[src/rtl/core/bkd_pkg.sv]
package bkd_pkg;

   localparam int VALUE_WIDTH = 32;
   localparam int RADIX_WIDTH = 6;
   localparam int CHAR_WIDTH = 7;
   localparam int DIGIT_WIDTH = 6;
   localparam int PROD_WIDTH = VALUE_WIDTH + RADIX_WIDTH;
   localparam int LEVEL_WIDTH = $clog2(VALUE_WIDTH);
   localparam int STACK_DEPTH = VALUE_WIDTH - 1;

   typedef logic [VALUE_WIDTH-1:0] value_type;
   typedef logic [RADIX_WIDTH-1:0] radix_type;
   typedef logic [CHAR_WIDTH-1:0] char_type;
   typedef logic [DIGIT_WIDTH-1:0] digit_type;
   typedef logic [PROD_WIDTH-1:0] prod_type;
   typedef logic [LEVEL_WIDTH-1:0] level_type;

   localparam radix_type RADIX_RESET = RADIX_WIDTH'(10);
   localparam radix_type RADIX_MIN = RADIX_WIDTH'(2);
   localparam radix_type RADIX_MAX = RADIX_WIDTH'(36);
   localparam digit_type DECIMAL_LIMIT = DIGIT_WIDTH'(10);
   localparam char_type CHAR_ZERO = CHAR_WIDTH'(48);
   localparam char_type CHAR_A = CHAR_WIDTH'(65);

   typedef enum logic [1:0] {
      ST_IDLE,
      ST_MULT,
      ST_CMP,
      ST_DIGIT
   } state_type;

   // Commands from controller to datapath
   typedef struct packed {
      logic load;
      logic mult;
      logic grow;
      logic sub;
      logic emit;
   } cmd_type;

   // Status from datapath to controller
   typedef struct packed {
      logic prod_le_rest;
      logic rest_ge_place;
      logic level_zero;
      logic out_free;
   } stat_type;

   // Clamp the radix register into 2..36
   function automatic radix_type effective_radix(radix_type raw);
      radix_type k;
      k = raw;
      if (k < RADIX_MIN) k = RADIX_MIN;
      if (k > RADIX_MAX) k = RADIX_MAX;
      return k;
   endfunction

   // Map a digit value to its ASCII character
   function automatic char_type digit_ascii(digit_type d);
      char_type c;
      if (d < DECIMAL_LIMIT) begin
         c = CHAR_ZERO + CHAR_WIDTH'(d);
      end else begin
         c = CHAR_A + CHAR_WIDTH'(d - DECIMAL_LIMIT);
      end
      return c;
   endfunction

endpackage

[src/rtl/core/bkd_channels.sv]
interface bkd_req_if;
   logic valid;
   logic ready;
   bkd_pkg::value_type value;
   modport source (output valid, output value, input ready);
   modport sink (input valid, input value, output ready);
endinterface

interface bkd_rsp_if;
   logic valid;
   logic ready;
   bkd_pkg::char_type digit_char;
   logic last_digit;
   modport source (output valid, output digit_char, output last_digit, input ready);
   modport sink (input valid, input digit_char, input last_digit, output ready);
endinterface

interface bkd_csr_if;
   logic valid;
   logic ready;
   bkd_pkg::radix_type radix;
   modport source (output valid, output radix, input ready);
   modport sink (input valid, input radix, output ready);
endinterface

[src/rtl/core/bkd_ctrl.sv]
module bkd_ctrl (
   input  logic              clock,
   input  logic              reset,
   input  logic              req_valid,
   output logic              req_ready,
   input  bkd_pkg::stat_type stat,
   output bkd_pkg::cmd_type  cmd
);
   import bkd_pkg::*;

   state_type state_ff;
   state_type state_in;

   // Hold state
   always_ff @(posedge clock) begin
      if (reset) begin
         state_ff <= ST_IDLE;
      end else begin
         state_ff <= state_in;
      end
   end

   // Next state
   always_comb begin
      state_in = state_ff;
      case (state_ff)
         ST_IDLE: begin
            if (req_valid) state_in = ST_MULT;
         end
         ST_MULT: begin
            state_in = ST_CMP;
         end
         ST_CMP: begin
            if (stat.prod_le_rest) begin
               state_in = ST_MULT;
            end else begin
               state_in = ST_DIGIT;
            end
         end
         ST_DIGIT: begin
            if (!stat.rest_ge_place && stat.out_free && stat.level_zero) begin
               state_in = ST_IDLE;
            end
         end
         default: state_in = ST_IDLE;
      endcase
   end

   // Outputs
   always_comb begin
      cmd = '0;
      req_ready = 1'b0;
      case (state_ff)
         ST_IDLE: begin
            req_ready = 1'b1;
            cmd.load = req_valid;
         end
         ST_MULT: begin
            cmd.mult = 1'b1;
         end
         ST_CMP: begin
            cmd.grow = stat.prod_le_rest;
         end
         ST_DIGIT: begin
            cmd.sub = stat.rest_ge_place;
            cmd.emit = !stat.rest_ge_place && stat.out_free;
         end
         default: begin
            cmd = '0;
         end
      endcase
   end

endmodule

[src/rtl/core/bkd_dp.sv]
module bkd_dp (
   input  logic              clock,
   input  logic              reset,
   input  bkd_pkg::value_type req_value,
   bkd_rsp_if.source         rsp_bus,
   bkd_csr_if.sink           csr_bus,
   input  bkd_pkg::cmd_type  cmd,
   output bkd_pkg::stat_type stat
);
   import bkd_pkg::*;

   radix_type radix_ff;
   radix_type k;
   value_type rest_ff;
   value_type place_ff;
   prod_type  prod_ff;
   level_type level_ff;
   digit_type dcount_ff;
   char_type  char_ff;
   logic      last_ff;
   logic      rsp_valid_ff;
   value_type stack_ff [STACK_DEPTH];

   // Radix register, always ready
   assign csr_bus.ready = 1'b1;

   always_ff @(posedge clock) begin
      if (reset) begin
         radix_ff <= RADIX_RESET;
      end else if (csr_bus.valid) begin
         radix_ff <= csr_bus.radix;
      end
   end

   assign k = effective_radix(radix_ff);

   // Status to controller
   assign stat.prod_le_rest = prod_ff <= PROD_WIDTH'(rest_ff);
   assign stat.rest_ge_place = rest_ff >= place_ff;
   assign stat.level_zero = level_ff == '0;
   assign stat.out_free = !rsp_valid_ff || rsp_bus.ready;

   // Next power of k
   always_ff @(posedge clock) begin
      if (cmd.mult) begin
         prod_ff <= PROD_WIDTH'(place_ff) * PROD_WIDTH'(k);
      end
   end

   // Power stack: entry e holds k to the power e+1
   always_ff @(posedge clock) begin
      if (cmd.grow) begin
         stack_ff[level_ff] <= prod_ff[VALUE_WIDTH-1:0];
      end
   end

   // Search, subtract and step down one place per digit
   always_ff @(posedge clock) begin
      if (cmd.load) begin
         rest_ff <= req_value;
         place_ff <= VALUE_WIDTH'(1);
         level_ff <= '0;
         dcount_ff <= '0;
      end else if (cmd.grow) begin
         place_ff <= prod_ff[VALUE_WIDTH-1:0];
         level_ff <= level_ff + LEVEL_WIDTH'(1);
      end else if (cmd.sub) begin
         rest_ff <= rest_ff - place_ff;
         dcount_ff <= dcount_ff + DIGIT_WIDTH'(1);
      end else if (cmd.emit) begin
         dcount_ff <= '0;
         if (level_ff != '0) begin
            level_ff <= level_ff - LEVEL_WIDTH'(1);
            if (level_ff == LEVEL_WIDTH'(1)) begin
               place_ff <= VALUE_WIDTH'(1);
            end else begin
               place_ff <= stack_ff[level_ff - LEVEL_WIDTH'(2)];
            end
         end
      end
   end

   // Output word register
   always_ff @(posedge clock) begin
      if (reset) begin
         rsp_valid_ff <= 1'b0;
      end else if (cmd.emit) begin
         rsp_valid_ff <= 1'b1;
      end else if (rsp_bus.ready) begin
         rsp_valid_ff <= 1'b0;
      end
   end

   always_ff @(posedge clock) begin
      if (cmd.emit) begin
         char_ff <= digit_ascii(dcount_ff);
         last_ff <= level_ff == '0;
      end
   end

   assign rsp_bus.valid = rsp_valid_ff;
   assign rsp_bus.digit_char = char_ff;
   assign rsp_bus.last_digit = last_ff;

endmodule

[src/rtl/core/base_k_digits_high_first.sv]
// Channel | Dir | Word                       | Notes
// req_bus | in  | value [31:0]               | taken only while the engine is idle
// rsp_bus | out | digit_char [6:0], last_digit | held in an output register
// csr_bus | in  | radix [5:0]                | always ready, reset value 10
//
// The power search runs a multiply state, then a compare state, for each power; each digit
// is found by repeated subtraction of its place, one subtract per cycle.
// Reset is synchronous and active high; it clears the state machine, the output
// valid and sets the radix to 10. A stalled rsp_bus holds the engine at the next
// digit; the last digit may wait in the output register while a new word is taken.
module base_k_digits_high_first (
   input logic       clock,
   input logic       reset,
   bkd_req_if.sink   req_bus,
   bkd_rsp_if.source rsp_bus,
   bkd_csr_if.sink   csr_bus
);
   import bkd_pkg::*;

   cmd_type  cmd;
   stat_type stat;

   bkd_ctrl u_ctrl (
      .clock     (clock),
      .reset     (reset),
      .req_valid (req_bus.valid),
      .req_ready (req_bus.ready),
      .stat      (stat),
      .cmd       (cmd)
   );

   bkd_dp u_dp (
      .clock     (clock),
      .reset     (reset),
      .req_value (req_bus.value),
      .rsp_bus   (rsp_bus),
      .csr_bus   (csr_bus),
      .cmd       (cmd),
      .stat      (stat)
   );

endmodule

[src/flat_wrapper.sv]
// flat-port wrapper written by rule: the top's interface ports become plain ports
module base_k_digits_high_first_flat import bkd_pkg::*;
  (clock, reset, req_bus_valid, req_bus_value, req_bus_ready, rsp_bus_valid, rsp_bus_digit_char, rsp_bus_last_digit, rsp_bus_ready, csr_bus_valid, csr_bus_radix, csr_bus_ready);
  bkd_req_if req_bus_i ();
  bkd_rsp_if rsp_bus_i ();
  bkd_csr_if csr_bus_i ();
  input logic clock;
  input logic reset;
  input wire logic [$bits(req_bus_i.valid)-1:0] req_bus_valid;
  input wire logic [$bits(req_bus_i.value)-1:0] req_bus_value;
  output wire logic [$bits(req_bus_i.ready)-1:0] req_bus_ready;
  output wire logic [$bits(rsp_bus_i.valid)-1:0] rsp_bus_valid;
  output wire logic [$bits(rsp_bus_i.digit_char)-1:0] rsp_bus_digit_char;
  output wire logic [$bits(rsp_bus_i.last_digit)-1:0] rsp_bus_last_digit;
  input wire logic [$bits(rsp_bus_i.ready)-1:0] rsp_bus_ready;
  input wire logic [$bits(csr_bus_i.valid)-1:0] csr_bus_valid;
  input wire logic [$bits(csr_bus_i.radix)-1:0] csr_bus_radix;
  output wire logic [$bits(csr_bus_i.ready)-1:0] csr_bus_ready;
  assign req_bus_i.valid = req_bus_valid;
  assign req_bus_i.value = req_bus_value;
  assign req_bus_ready = req_bus_i.ready;
  assign rsp_bus_valid = rsp_bus_i.valid;
  assign rsp_bus_digit_char = rsp_bus_i.digit_char;
  assign rsp_bus_last_digit = rsp_bus_i.last_digit;
  assign rsp_bus_i.ready = rsp_bus_ready;
  assign csr_bus_i.valid = csr_bus_valid;
  assign csr_bus_i.radix = csr_bus_radix;
  assign csr_bus_ready = csr_bus_i.ready;
  base_k_digits_high_first u_core (.clock(clock), .reset(reset), .req_bus(req_bus_i), .rsp_bus(rsp_bus_i), .csr_bus(csr_bus_i));
endmodule
[config.mk]
export PLATFORM = sky130hd
export DESIGN_NAME = base_k_digits_high_first_flat
export DESIGN_NICKNAME = d
export VERILOG_FILES = /design/src/rtl/core/bkd_pkg.sv /design/src/rtl/core/bkd_channels.sv /design/src/rtl/core/bkd_ctrl.sv /design/src/rtl/core/bkd_dp.sv /design/src/rtl/core/base_k_digits_high_first.sv /design/src/flat_wrapper.sv
export SDC_FILE = /design/constraint.sdc
export NUM_CORES = 2
export LEC_CHECK = 0
export BUFFER_PORTS_ARGS = -buffer_cell sky130_fd_sc_hd__clkbuf_2
export CAP_MARGIN = 20
export CORE_MARGIN = 1
export CORE_UTILIZATION = 40
export DETAILED_ROUTE_END_ITERATION = 8
export PLACE_DENSITY = 0.55
export SYNTH_ARGS = -nofsm -noshare
export SYNTH_HDL_FRONTEND = slang
export SYNTH_SLANG_ARGS = --single-unit
[constraint.sdc]
create_clock -name clock -period 6.3 [get_ports clock]
set_input_delay 1.26 -clock clock [delete_from_list [all_inputs] [get_ports clock]]
set_output_delay 1.26 -clock clock [all_outputs]
set_load 0.01 [all_outputs]
==> out/summary.txt <==
Crit path time final: 6086 ps
Hold buffer count at CTS: 0
Die Area: 130700 um2
H-tree levels: 3
CTS sink cnt: 1122
1st-iter DRT viols: 2945
Layout cells sized above 1: 0.2323
PwrDens: 344.0 nW/um2
Syn_area_per_cell: 16.81 um2
Final std cells w/o fill: 4978
First-pass GRT wire length: 193700 um
Placer Congestion: 0.8325
Crit path max-delay cell type: fa_1
Number of remaining DRC errors: 0
Worst setup margin: 214.1 ps
Tot GR Track Use: 0.2029
Largest net degree at the start of global routing: 123
Die Width: 361.6 um
Router iterations before antenna repair: 6
Leak: 19.88 nW
Vias: 27750
Grt ovf: 0
Synth area leader: edfxtp_1
Via-per-instance ratio: 5.574
Most frequent cells in the layout: 1070 x edfxtp_1, 286 x mux4_2, 248 x inv_1
Synthesis warning total: 0
P_sw: 0.005823 W
Syn Nets: 3364
Worst-skew pair later-pin latency: 750 ps
Clock share of power: 0.336
Root Driver: clkbuf_16
Fmax: 164.3 MHz
Int Pwr: 0.01451 W
Worst setup SP type: flip-flop
Final Skew: 61.08 ps
Setup violators final: 0
CP max FO: 8
Hold_ws: 514.9 ps
Crit-path cells: or2_2, o21ai_2, nand2_2, o31ai_4, and2_1, fa_1, fa_1, inv_1, fa_1, inv_1, ha_1, a21oi_1, o21ai_0, nand2_1, nand4_1, a221oi_2, buf_4, nor2b_1, a311o_1, a31o_2, a21oi_1, xnor2_1
Post-synth EDFFs: 1070
Placed cell count: 4744
Status: finished, final reports clean
Critical path class: flip-flop to flip-flop
Area contributors post-synth: edfxtp_1 62%, mux4_2 12%, fa_1 4.7%
DP Worst Slack: -93.20 ps
Initial antenna violation count: 3
DIE HEIGHT: 361.6 um
Core area: 127800 um2
Worst-Margin Slew: 1100 ps
Worst Path Required: 6740 ps
Layout area overhead: 14.27%
Antenna Nets Post-Route: 0
Relative slew slack: 0.2667
CTS Buffer Depth: 3
Post-synth top area share: 0.6212
Commonest non-fill, non-tap cell in the layout: edfxtp_1
CP Capture Type: flip-flop
Predominant post-synthesis flop cell: edfxtp_1
Ys async rst share: 0
Final instance area: 59100 um2
Placed instance area: 54960 um2
Vias in the first global route: 29230
Fin. Hold Viols: 0
Crit-path max cell delay: 560 ps
Std cell rows: 131
I/O pin count: 54
Area of the mapped netlist: 51720 um2
Tcrit/Tclk final: 0.9660
Most common cell on crit path: fa_1
CP Data Arrival Time: 6530 ps
R2R setup slack: 210 ps
IO buf count: 52
Seq cells post-synth: 1122
Mapped Cells: 3077
Seq/Total Area, Yosys: 0.6414
VDD IR max: 0.0002838 V
CTS tree: yes
Routed WL: 131400 um
Core Util, Final: 0.4623
Drt wl/cell: 26.40 um
Comb power frac: 0.237
Slew Viols, Final: 0
Initial Util: 0.4046
Net Sw Frac: 0.2864
Max Cap Viol: 0
Netlist cell types: 73
Min-delay worst type: flip-flop to flip-flop
Hpwl dp: 74830 um
CTS clk-pin slew, worst paths: 70 ps
Nets: 3502
Num CTS Buffers: 117
Sequential share of power: 0.428
## metal layers
| metal | vias to the layer above | part of all wire | GRT usage |
|---|---|---|---|
| li1 | 12110 | - | - |
| met1 | 14650 | 0.43 | 0.2758 |
| met4 | 0 | 0.023 | 0.05517 |
| met5 | - | 0 | 0 |
| met2 | 813 | 0.49 | 0.3400 |
| met3 | 179 | 0.057 | 0.03075 |
## registers in the layout, indices dropped and copies added (netlist names), 2 cells and up
register,cells
u_core.u_ctrl.state_ff,2
u_core.u_dp.dcount_ff,6
u_core.u_dp.level_ff,5
u_core.u_dp.place_ff,32
u_core.u_dp.prod_ff,38
u_core.u_dp.radix_ff,6
u_core.u_dp.rest_ff,32
u_core.u_dp.rsp_bus.digit_char,7
u_core.u_dp.stack_ff,992
## kinds of logic after synthesis
logic type                 Yosys count  share of synthesized area
adders and majority gates          244                    0.07674
and+or+nand+nor                    507                    0.04850
DFF                               1122                     0.6414
xor gates and xnor gates            68                    0.01152
other                                1                 0.00007250
muxes                              360                     0.1402
AOI/OAI and AO/OA                  389                    0.05153
buffers and inverters              386                    0.03005
## critical path, delay by kind of cell (launching register included)
family	cells	cell delay, ps
compound gates	8	1930
buf+inv	3	290
flops	1	340
xor+xnor	1	80
fa+ha+maj	4	1840
simple gates	6	1300
## power groups by stage
stage                     combinational [W]  clock (W)  sequential, W
after floorplan                     0.00324          0        0.00878
after global placement              0.00464          0        0.00891
after detailed placement            0.00471          0        0.00891
after CTS                           0.00474    0.00697        0.00876
after global routing                0.00518    0.00726        0.00871
final                               0.00481    0.00682        0.00870
## cell type report
| class | count | area, um2 |
|---|---|---|
| Inverter | 248 | 930.9 |
| Sequential cell | 1122 | 33180 |
| Tap cell | 1662 | 2079 |
| Fill cell | 10800 | 68740 |
| Timing Repair Buffer | 155 | 1764 |
| Clock inverter | 77 | 719.4 |
| Multi-Input combinational cell | 1571 | 17380 |
| Clock buffer | 142 | 3043 |
| Antenna cell | 1 | 2.502 |
## repair_timing
item / CTS / global route
cloned: 1 / 1
resized for setup: 5 / 14
setup buffers: 0 / 1
pin swaps: 1 / 1
hold endpoints to repair: 0 / 0
setup endpoints to repair: 3 / 5
## path summary, 6_finish.rpt
kind,startpoint,depth (start not counted),endpoint
min reg2reg,u_core.u_dp.dcount_ff[0]$_SDFFE_PP0P_,2,u_core.u_dp.dcount_ff[0]$_SDFFE_PP0P_
max reg2reg,u_core.u_dp.radix_ff[4]$_SDFFE_PP0P_,22,u_core.u_dp.prod_ff[36]$_DFFE_PN_
max,u_core.u_dp.radix_ff[4]$_SDFFE_PP0P_,22,u_core.u_dp.prod_ff[36]$_DFFE_PN_
min,u_core.u_dp.dcount_ff[0]$_SDFFE_PP0P_,2,u_core.u_dp.dcount_ff[0]$_SDFFE_PP0P_
## through the flow
step / setup TNS, ps / total power [W]
after detailed placement: -118.7 / 0.01361
after global routing: -1.016 / 0.02114
after floorplan: 0 / 0.01202
final: 0 / 0.02033
after global placement: -1.061 / 0.01355
after CTS: 0 / 0.02047
## cell usage after synthesis, drive strengths merged, types with 12 or more instances
library cell,count
xor2,22
mux4,288
and2,120
fa,122
a21oi,153
mux2,31
nor2b,15
mux2i,41
xnor2,46
nand3,19
clkbuf,109
a21o,35
nand2,90
buf,28
o21ai,90
nor3,50
nor2,154
ha,122
dfxtp,52
nand4,18
inv,248
o21bai,12
a22oi,31
edfxtp,1070
Power figures use the tool's default switching activity.
